--- src/sv/cle_pkg.sv ---
// Shared types, constants and helpers for the cursor list engine.
package cle_pkg;

    localparam int NODE_COUNT  = 128;
    localparam int VALUE_WIDTH = 32;
    localparam int NODE_W      = $clog2(NODE_COUNT);
    localparam int STEP_W      = NODE_W + 1;

    typedef logic [NODE_W-1:0]      node_t;
    typedef logic [VALUE_WIDTH-1:0] value_t;
    typedef logic [STEP_W-1:0]      step_t;

    localparam node_t FREE_NODE   = NODE_W'(0);
    localparam node_t HEADER_NODE = NODE_W'(1);
    localparam step_t STEP_LIMIT  = STEP_W'(NODE_COUNT);

    localparam logic [2:0] REQ_INSERT = 3'd0;
    localparam logic [2:0] REQ_REMOVE = 3'd1;
    localparam logic [2:0] REQ_FIND   = 3'd2;
    localparam logic [2:0] REQ_PREV   = 3'd3;
    localparam logic [2:0] REQ_EMPTY  = 3'd4;

    localparam logic [1:0] ST_DONE      = 2'd0;
    localparam logic [1:0] ST_FULL      = 2'd1;
    localparam logic [1:0] ST_POS_ZERO  = 2'd2;
    localparam logic [1:0] ST_NOT_FOUND = 2'd3;

    typedef struct packed {
        logic [2:0] req_type;
        logic [31:0] value;
        logic [6:0] position;
    } req_t;

    typedef struct packed {
        logic [6:0] result_node;
        logic       found;
        logic       list_empty;
        logic [6:0] first_node;
        logic [1:0] status;
    } resp_t;

    // One write to the node memory: link and value may be written separately.
    typedef struct packed {
        logic   link_en;
        logic   value_en;
        node_t  addr;
        node_t  link;
        value_t value;
    } node_wr_t;

    // Link held by a node right after reset.
    function automatic node_t link_init(node_t idx);
        node_t r;
        if (idx == FREE_NODE)
            r = NODE_W'(2);
        else if (idx == HEADER_NODE || idx == NODE_W'(NODE_COUNT - 1))
            r = '0;
        else
            r = idx + NODE_W'(1);
        return r;
    endfunction

endpackage

--- src/sv/cle_ctrl.sv ---
// Request sequencer: walks and relinks the list through the node memory.
module cle_ctrl
(
    input  logic              clk,
    input  logic              rst_n,
    input  logic              req_valid,
    output logic              req_ready,
    input  cle_pkg::req_t     req,
    output cle_pkg::node_t    rd_addr,
    input  cle_pkg::node_t    link_rd,
    input  cle_pkg::value_t   value_rd,
    input  cle_pkg::node_t    free_head,
    input  cle_pkg::node_t    first_node,
    output cle_pkg::node_wr_t wr,
    output logic              res_valid,
    input  logic              res_ready,
    output cle_pkg::resp_t    res
);

    localparam logic [3:0] S_IDLE  = 4'd0;
    localparam logic [3:0] S_INS_B = 4'd1;
    localparam logic [3:0] S_INS_C = 4'd2;
    localparam logic [3:0] S_INS_D = 4'd3;
    localparam logic [3:0] S_SEEK  = 4'd4;
    localparam logic [3:0] S_REM_1 = 4'd5;
    localparam logic [3:0] S_REM_2 = 4'd6;
    localparam logic [3:0] S_REM_3 = 4'd7;
    localparam logic [3:0] S_FIND  = 4'd8;
    localparam logic [3:0] S_EMP_1 = 4'd9;
    localparam logic [3:0] S_EMP_2 = 4'd10;
    localparam logic [3:0] S_EMP_3 = 4'd11;
    localparam logic [3:0] S_RESP  = 4'd12;

    logic [3:0]      state_reg, state_next;
    cle_pkg::step_t  steps_reg, steps_next;
    logic [2:0]      op_reg, op_next;
    cle_pkg::value_t val_reg, val_next;
    cle_pkg::node_t  pos_reg, pos_next;
    cle_pkg::node_t  cur_reg, cur_next;
    cle_pkg::node_t  nx_reg, nx_next;
    cle_pkg::node_t  t_reg, t_next;
    cle_pkg::node_t  tl_reg, tl_next;
    cle_pkg::node_t  res_node_reg, res_node_next;
    logic            found_reg, found_next;
    logic [1:0]      status_reg, status_next;

    logic            hit;
    cle_pkg::step_t  steps_inc;

    assign hit       = (value_rd == val_reg);
    assign steps_inc = steps_reg + cle_pkg::STEP_W'(1);

    always_comb
    begin
        state_next    = state_reg;
        steps_next    = steps_reg;
        op_next       = op_reg;
        val_next      = val_reg;
        pos_next      = pos_reg;
        cur_next      = cur_reg;
        nx_next       = nx_reg;
        t_next        = t_reg;
        tl_next       = tl_reg;
        res_node_next = res_node_reg;
        found_next    = found_reg;
        status_next   = status_reg;
        rd_addr       = '0;
        wr            = '0;

        case (state_reg)
            S_IDLE:
            begin
                if (req_valid)
                begin
                    op_next       = req.req_type;
                    val_next      = cle_pkg::VALUE_WIDTH'(req.value);
                    pos_next      = cle_pkg::NODE_W'(req.position);
                    res_node_next = '0;
                    found_next    = 1'b0;
                    status_next   = cle_pkg::ST_DONE;
                    steps_next    = '0;
                    state_next    = S_RESP;
                    case (req.req_type)
                        cle_pkg::REQ_INSERT:
                        begin
                            if (req.position == 7'd0 ||
                                32'(req.position) >= cle_pkg::NODE_COUNT)
                            begin
                                status_next = cle_pkg::ST_POS_ZERO;
                            end
                            else if (free_head == '0)
                            begin
                                status_next = cle_pkg::ST_FULL;
                            end
                            else
                            begin
                                t_next     = free_head;
                                rd_addr    = free_head;
                                state_next = S_INS_B;
                            end
                        end
                        cle_pkg::REQ_REMOVE, cle_pkg::REQ_PREV:
                        begin
                            cur_next = cle_pkg::HEADER_NODE;
                            nx_next  = first_node;
                            if (first_node == '0)
                            begin
                                status_next = cle_pkg::ST_NOT_FOUND;
                                if (req.req_type == cle_pkg::REQ_PREV)
                                begin
                                    res_node_next = cle_pkg::HEADER_NODE;
                                end
                            end
                            else
                            begin
                                rd_addr    = first_node;
                                state_next = S_SEEK;
                            end
                        end
                        cle_pkg::REQ_FIND:
                        begin
                            cur_next = first_node;
                            if (first_node == '0)
                            begin
                                status_next = cle_pkg::ST_NOT_FOUND;
                            end
                            else
                            begin
                                rd_addr    = first_node;
                                state_next = S_FIND;
                            end
                        end
                        cle_pkg::REQ_EMPTY:
                        begin
                            if (first_node != '0)
                            begin
                                t_next     = first_node;
                                rd_addr    = first_node;
                                state_next = S_EMP_1;
                            end
                        end
                        default:
                        begin
                            state_next = S_RESP;
                        end
                    endcase
                end
            end

            // Unlink the head of the free list, then fetch the link after position.
            S_INS_B:
            begin
                wr.link_en = 1'b1;
                wr.addr    = cle_pkg::FREE_NODE;
                wr.link    = link_rd;
                rd_addr    = pos_reg;
                state_next = S_INS_C;
            end

            S_INS_C:
            begin
                wr.link_en  = 1'b1;
                wr.value_en = 1'b1;
                wr.addr     = t_reg;
                wr.link     = link_rd;
                wr.value    = val_reg;
                state_next  = S_INS_D;
            end

            S_INS_D:
            begin
                wr.link_en    = 1'b1;
                wr.addr       = pos_reg;
                wr.link       = t_reg;
                res_node_next = t_reg;
                state_next    = S_RESP;
            end

            // cur_reg is the node before nx_reg, whose link and value are on the read port.
            S_SEEK:
            begin
                if (hit)
                begin
                    found_next = 1'b1;
                    if (op_reg == cle_pkg::REQ_PREV)
                    begin
                        res_node_next = cur_reg;
                        state_next    = S_RESP;
                    end
                    else
                    begin
                        t_next     = nx_reg;
                        tl_next    = link_rd;
                        state_next = S_REM_1;
                    end
                end
                else
                begin
                    cur_next   = nx_reg;
                    nx_next    = link_rd;
                    steps_next = steps_inc;
                    if (steps_inc == cle_pkg::STEP_LIMIT || link_rd == '0)
                    begin
                        status_next = cle_pkg::ST_NOT_FOUND;
                        if (op_reg == cle_pkg::REQ_PREV)
                        begin
                            res_node_next = nx_reg;
                        end
                        state_next = S_RESP;
                    end
                    else
                    begin
                        rd_addr = link_rd;
                    end
                end
            end

            S_REM_1:
            begin
                wr.link_en = 1'b1;
                wr.addr    = cur_reg;
                wr.link    = tl_reg;
                state_next = S_REM_2;
            end

            S_REM_2:
            begin
                wr.link_en = 1'b1;
                wr.addr    = t_reg;
                wr.link    = free_head;
                state_next = S_REM_3;
            end

            S_REM_3:
            begin
                wr.link_en    = 1'b1;
                wr.addr       = cle_pkg::FREE_NODE;
                wr.link       = t_reg;
                res_node_next = t_reg;
                state_next    = S_RESP;
            end

            S_FIND:
            begin
                if (hit)
                begin
                    found_next    = 1'b1;
                    res_node_next = cur_reg;
                    state_next    = S_RESP;
                end
                else
                begin
                    cur_next   = link_rd;
                    steps_next = steps_inc;
                    if (steps_inc == cle_pkg::STEP_LIMIT || link_rd == '0)
                    begin
                        status_next = cle_pkg::ST_NOT_FOUND;
                        state_next  = S_RESP;
                    end
                    else
                    begin
                        rd_addr = link_rd;
                    end
                end
            end

            S_EMP_1:
            begin
                wr.link_en = 1'b1;
                wr.addr    = cle_pkg::HEADER_NODE;
                wr.link    = link_rd;
                state_next = S_EMP_2;
            end

            S_EMP_2:
            begin
                wr.link_en = 1'b1;
                wr.addr    = t_reg;
                wr.link    = free_head;
                state_next = S_EMP_3;
            end

            // Push the freed node and start on the next one in the same cycle.
            S_EMP_3:
            begin
                wr.link_en = 1'b1;
                wr.addr    = cle_pkg::FREE_NODE;
                wr.link    = t_reg;
                steps_next = steps_inc;
                if (first_node == '0 || steps_inc == cle_pkg::STEP_LIMIT)
                begin
                    state_next = S_RESP;
                end
                else
                begin
                    t_next     = first_node;
                    rd_addr    = first_node;
                    state_next = S_EMP_1;
                end
            end

            S_RESP:
            begin
                if (res_ready)
                begin
                    state_next = S_IDLE;
                end
            end

            default:
            begin
                state_next = S_IDLE;
            end
        endcase
    end

    always_ff @(posedge clk or negedge rst_n)
    begin
        if (!rst_n)
        begin
            state_reg <= S_IDLE;
            steps_reg <= '0;
        end
        else
        begin
            state_reg <= state_next;
            steps_reg <= steps_next;
        end
    end

    always_ff @(posedge clk)
    begin
        op_reg       <= op_next;
        val_reg      <= val_next;
        pos_reg      <= pos_next;
        cur_reg      <= cur_next;
        nx_reg       <= nx_next;
        t_reg        <= t_next;
        tl_reg       <= tl_next;
        res_node_reg <= res_node_next;
        found_reg    <= found_next;
        status_reg   <= status_next;
    end

    assign req_ready       = (state_reg == S_IDLE);
    assign res_valid       = (state_reg == S_RESP);
    assign res.result_node = 7'(res_node_reg);
    assign res.found       = found_reg;
    assign res.list_empty  = (first_node == '0);
    assign res.first_node  = 7'(first_node);
    assign res.status      = status_reg;

    a_found_done: assert property (@(posedge clk) disable iff (!rst_n)
        res_valid && found_reg |-> status_reg == cle_pkg::ST_DONE)
        else $error("found set on a failed request");

    a_insert_node: assert property (@(posedge clk) disable iff (!rst_n)
        res_valid && op_reg == cle_pkg::REQ_INSERT && status_reg == cle_pkg::ST_DONE
        |-> res_node_reg != '0)
        else $error("insert done without a node");

    a_step_bound: assert property (@(posedge clk) disable iff (!rst_n)
        steps_reg <= cle_pkg::STEP_LIMIT)
        else $error("walk ran past the node count");

    a_busy_after_accept: assert property (@(posedge clk) disable iff (!rst_n)
        req_valid && req_ready |=> state_reg != S_IDLE)
        else $error("accepted request left the sequencer idle");

endmodule

--- config.mk ---
export PLATFORM = sky130hd
export DESIGN_NAME = cle_ctrl
export DESIGN_NICKNAME = d
export VERILOG_FILES = /design/src/sv/cle_pkg.sv /design/src/sv/cle_ctrl.sv
export SDC_FILE = /design/constraint.sdc
export NUM_CORES = 1
export LEC_CHECK = 0
export ABC_AREA = 1
export BUFFER_PORTS_ARGS = -buffer_cell sky130_fd_sc_hd__clkbuf_2
export CAP_MARGIN = 20
export CORE_ASPECT_RATIO = 0.5
export CORE_MARGIN = 2
export CORE_UTILIZATION = 37
export DETAILED_ROUTE_END_ITERATION = 6
export PLACE_DENSITY = 0.62
export SLEW_MARGIN = 10
export SYNTH_ARGS = -nofsm -noshare
export SYNTH_HDL_FRONTEND = slang
export SYNTH_SLANG_ARGS = --single-unit
--- constraint.sdc ---
create_clock -name clk -period 5.7 [get_ports clk]
set_clock_uncertainty 0.05 [all_clocks]
set_input_delay 0.285 -clock clk [delete_from_list [all_inputs] [get_ports clk]]
set_output_delay 0.285 -clock clk [all_outputs]
set_load 0.005 [all_outputs]
==> results.json <==
{
  "status": "finished, violations left",
  "violations": "design-rule violations",
  "p_clk_frac": 0.210,
  "ys.warnings.count": 0,
  "ant_nets": 0,
  "largest_reg_flops": 32,
  "slew_violations": 0,
  "slew_headroom": 0.322,
  "port_buffers": 173,
  "num_rows": 31,
  "gp_congestion": 0.986,
  "swShare": 0.404,
  "grt_pass1_vias": 4882,
  "ys_seq_elements": 92,
  "p_int_mw": 1.71,
  "fin_nets": 956,
  "syn2layout_area_growth_pct": 23.5,
  "cp-start-kind": "flop",
  "rrSetupSlack_ns": 3.00,
  "ys_seq_area_frac": 0.487,
  "tns_ns": 0,
  "synth_cell_types": 37,
  "leakage_nw": 3.24,
  "post_dp_cell_area_sq_um": 6550,
  "pin_count": 174,
  "finalCritPeriodShare": 0.473,
  "cts_resized": 0,
  "wl_per_cell_um": 16.5,
  "antenna_cells": 0,
  "antenna_found_initial": 0,
  "max_freq_ghz": 0.371,
  "numCtsBuffers": 9,
  "yosys.area.top_type_share": 0.433,
  "cts_setup_buffers": 0,
  "dp_hpwl_mm": 13.5,
  "netlist_area_sq_um": 5550,
  "cts.sinks": 92,
  "start_util": 0.381,
  "drive_gt1_frac": 0.262,
  "dieArea_sq_um": 16100,
  "hold_path_class": "in2reg",
  "synth-edff-count": 80,
  "async_flop_share": 0.130,
  "drc": 25,
  "vias_per_cell": 5.00,
  "p_switching_mw": 1.16,
  "dp_cells": 1041,
  "total_power_mw": 2.87,
  "core_area_sq_um": 14600,
  "track_usage": 0.214,
  "avgSynthCellArea_sq_um": 8.07,
  "clk_path_buf_depth": 2,
  "crit_required_ns": 5.62,
  "drv_cap": 0,
  "synthFlopType": "edfxtp_1",
  "finalNonFillerCells": 1058,
  "power_frac_comb": 0.418,
  "yosys-top-cells-area": "edfxtp_1 (43%), nand2_1 (11%), inv_1 (7.2%)",
  "worstPathMaxFanout": 22,
  "fill_cells": 1481,
  "final_cell_area_sq_um": 6860,
  "overflow": 0,
  "die_x_um": 177,
  "synthesis.nets": 788,
  "grt_start_max_net_pins": 43,
  "worst_setup_path_end_kind": "flop",
  "root_buffer": "clkbuf_16",
  "grt_pass1_wl_mm": 26.2,
  "rsz0062_at_grt": "false",
  "drt_iter0_markers": 412,
  "crit_arrival_ns": 2.62,
  "routed_wl_mm": 17.4,
  "drt_first_pass_iters": 7,
  "clk_pin_slew_ns": 0.07,
  "fin_util": 0.470,
  "layout_min_cycle_time_ns": 2.70,
  "p_per_area_nw_per_um2": 419,
  "finalHoldViolCount": 0,
  "vias": 5295,
  "htree_levels": 3,
  "worstSkewPairLatency_ns": 0.35,
  "die_h_um": 90.6,
  "cts_tree": "done",
  "syn-instance-count": 688,
  "synth_top_area_cell": "edfxtp_1",
  "peakVddDrop_mv": 0.168,
  "worst_pin_slew_ns": 1.02,
  "power_frac_seq": 0.373,
  "setup_viol": 0,
  "crit_type": "reg2reg"
}
## power groups by stage
stage	Combinational, mW	Sequential [mW]	Clock, mW
2_1_floorplan	0.720	1.06	0
4_1_cts	1.19	1.07	0.614
3_3_place_gp	1.18	1.08	0
5_1_grt	1.33	1.09	0.638
3_5_place_dp	1.18	1.08	0
6_report	1.20	1.07	0.602
## metal layers
| metal | up-vias | routed length [um] | part of all wire | track usage |
|---|---|---|---|---|
| met4 | 0 | 281 | 0.016 | 0.0499 |
| met1 | 2376 | 7710 | 0.44 | 0.294 |
| met3 | 29 | 1890 | 0.11 | 0.0678 |
| met5 | - | 0 | 0 | 0 |
| li1 | 2602 | - | - | - |
| met2 | 288 | 7530 | 0.43 | 0.329 |
## repair_timing
| item | CTS | global route |
|---|---|---|
| setup endpoints to repair | 0 | 0 |
| hold endpoints to repair | 12 | 0 |
| hold buffers | 1 | 0 |
## final timing paths
kind	from	end	cells after the start
worst max-delay path	state_reg[1]	t_reg[2]	7
worst min-delay path	req[18]	val_reg[11]	1
worst max register to register	state_reg[1]	t_reg[2]	7
worst min register to register	steps_reg[7]	steps_reg[7]	2
max in group asynchronous	rst_n	state_reg[3]	2
min in group asynchronous	rst_n	state_reg[0]	2
## worst max-delay path: stages (launching register included)
cell and delay [ns]:
dfrtp_1 0.43, nor2_4 0.17, inv_2 0.09, nor2_2 0.60
nor2_1 0.17, a21oi_1 0.20, nand3_1 0.08, a21oi_1 0.53
## layout by cell type, fill, tap and decap left out, types with 3 or more instances in the layout
cell type | synthesis | layout
nand2_1 | 170 | 170
clkbuf_16 | 0 | 9
dfrtp_1 | 12 | 12
edfxtp_1 | 80 | 80
nor2_4 | 6 | 6
o211ai_1 | 13 | 13
o221ai_1 | 11 | 11
nor2_2 | 6 | 6
nand3_2 | 3 | 3
nand4_1 | 4 | 4
nor2_1 | 90 | 90
a21oi_1 | 19 | 19
nand3_1 | 37 | 37
o21ai_1 | 10 | 10
o22ai_1 | 5 | 5
a221oi_1 | 7 | 7
o21ai_0 | 31 | 31
clkbuf_2 | 0 | 173
nand2_2 | 6 | 6
a22oi_1 | 6 | 6
inv_1 | 107 | 107
inv_2 | 11 | 11
xnor2_1 | 20 | 20
## synthesized netlist by cell type, types with 5 or more instances
cell type  count
xnor2_1       20
a22oi_1        6
buf_4          8
nor2_1        90
nand2_2        6
o21ai_1       10
dfrtp_1       12
a21oi_1       19
inv_2         11
nor2_4         6
inv_1        107
nor2_2         6
clkbuf_1       5
o22ai_1        5
a221oi_1       7
nand2_1      170
nand3_1       37
o221ai_1      11
edfxtp_1      80
o211ai_1      13
o21ai_0       31
## metrics by stage
step	setup WS [ns]	hold WS [ns]
2_1_floorplan	3.39	-0.0606
3_3_place_gp	3.13	0.137
3_5_place_dp	3.05	0.147
4_1_cts	2.82	0.0503
5_1_grt	2.74	0.0511
6_report	3.00	0.0606
## final cells by class
type | count | area [sq um] | share of cell area
Multi-Input combinational cell | 458 | 2280 | 0.333
Clock buffer | 9 | 225 | 0.0328
Sequential cell | 92 | 2700 | 0.394
Clock inverter | 6 | 63.8 | 0.00930
Timing Repair Buffer | 176 | 891 | 0.130
Inverter | 119 | 447 | 0.0651
Tap cell | 198 | 248 | 0.0361
## kinds of logic after synthesis
logic type,count (synthesis),share of synthesized area
DFF,92,0.487
buffers and inverters,138,0.103
AOI/OAI and AO/OA,107,0.122
adders and majority gates,1,0.00225
and+or+nand+nor,329,0.253
xor gates and xnor gates,21,0.0331
(Power assumes the default switching activity.)
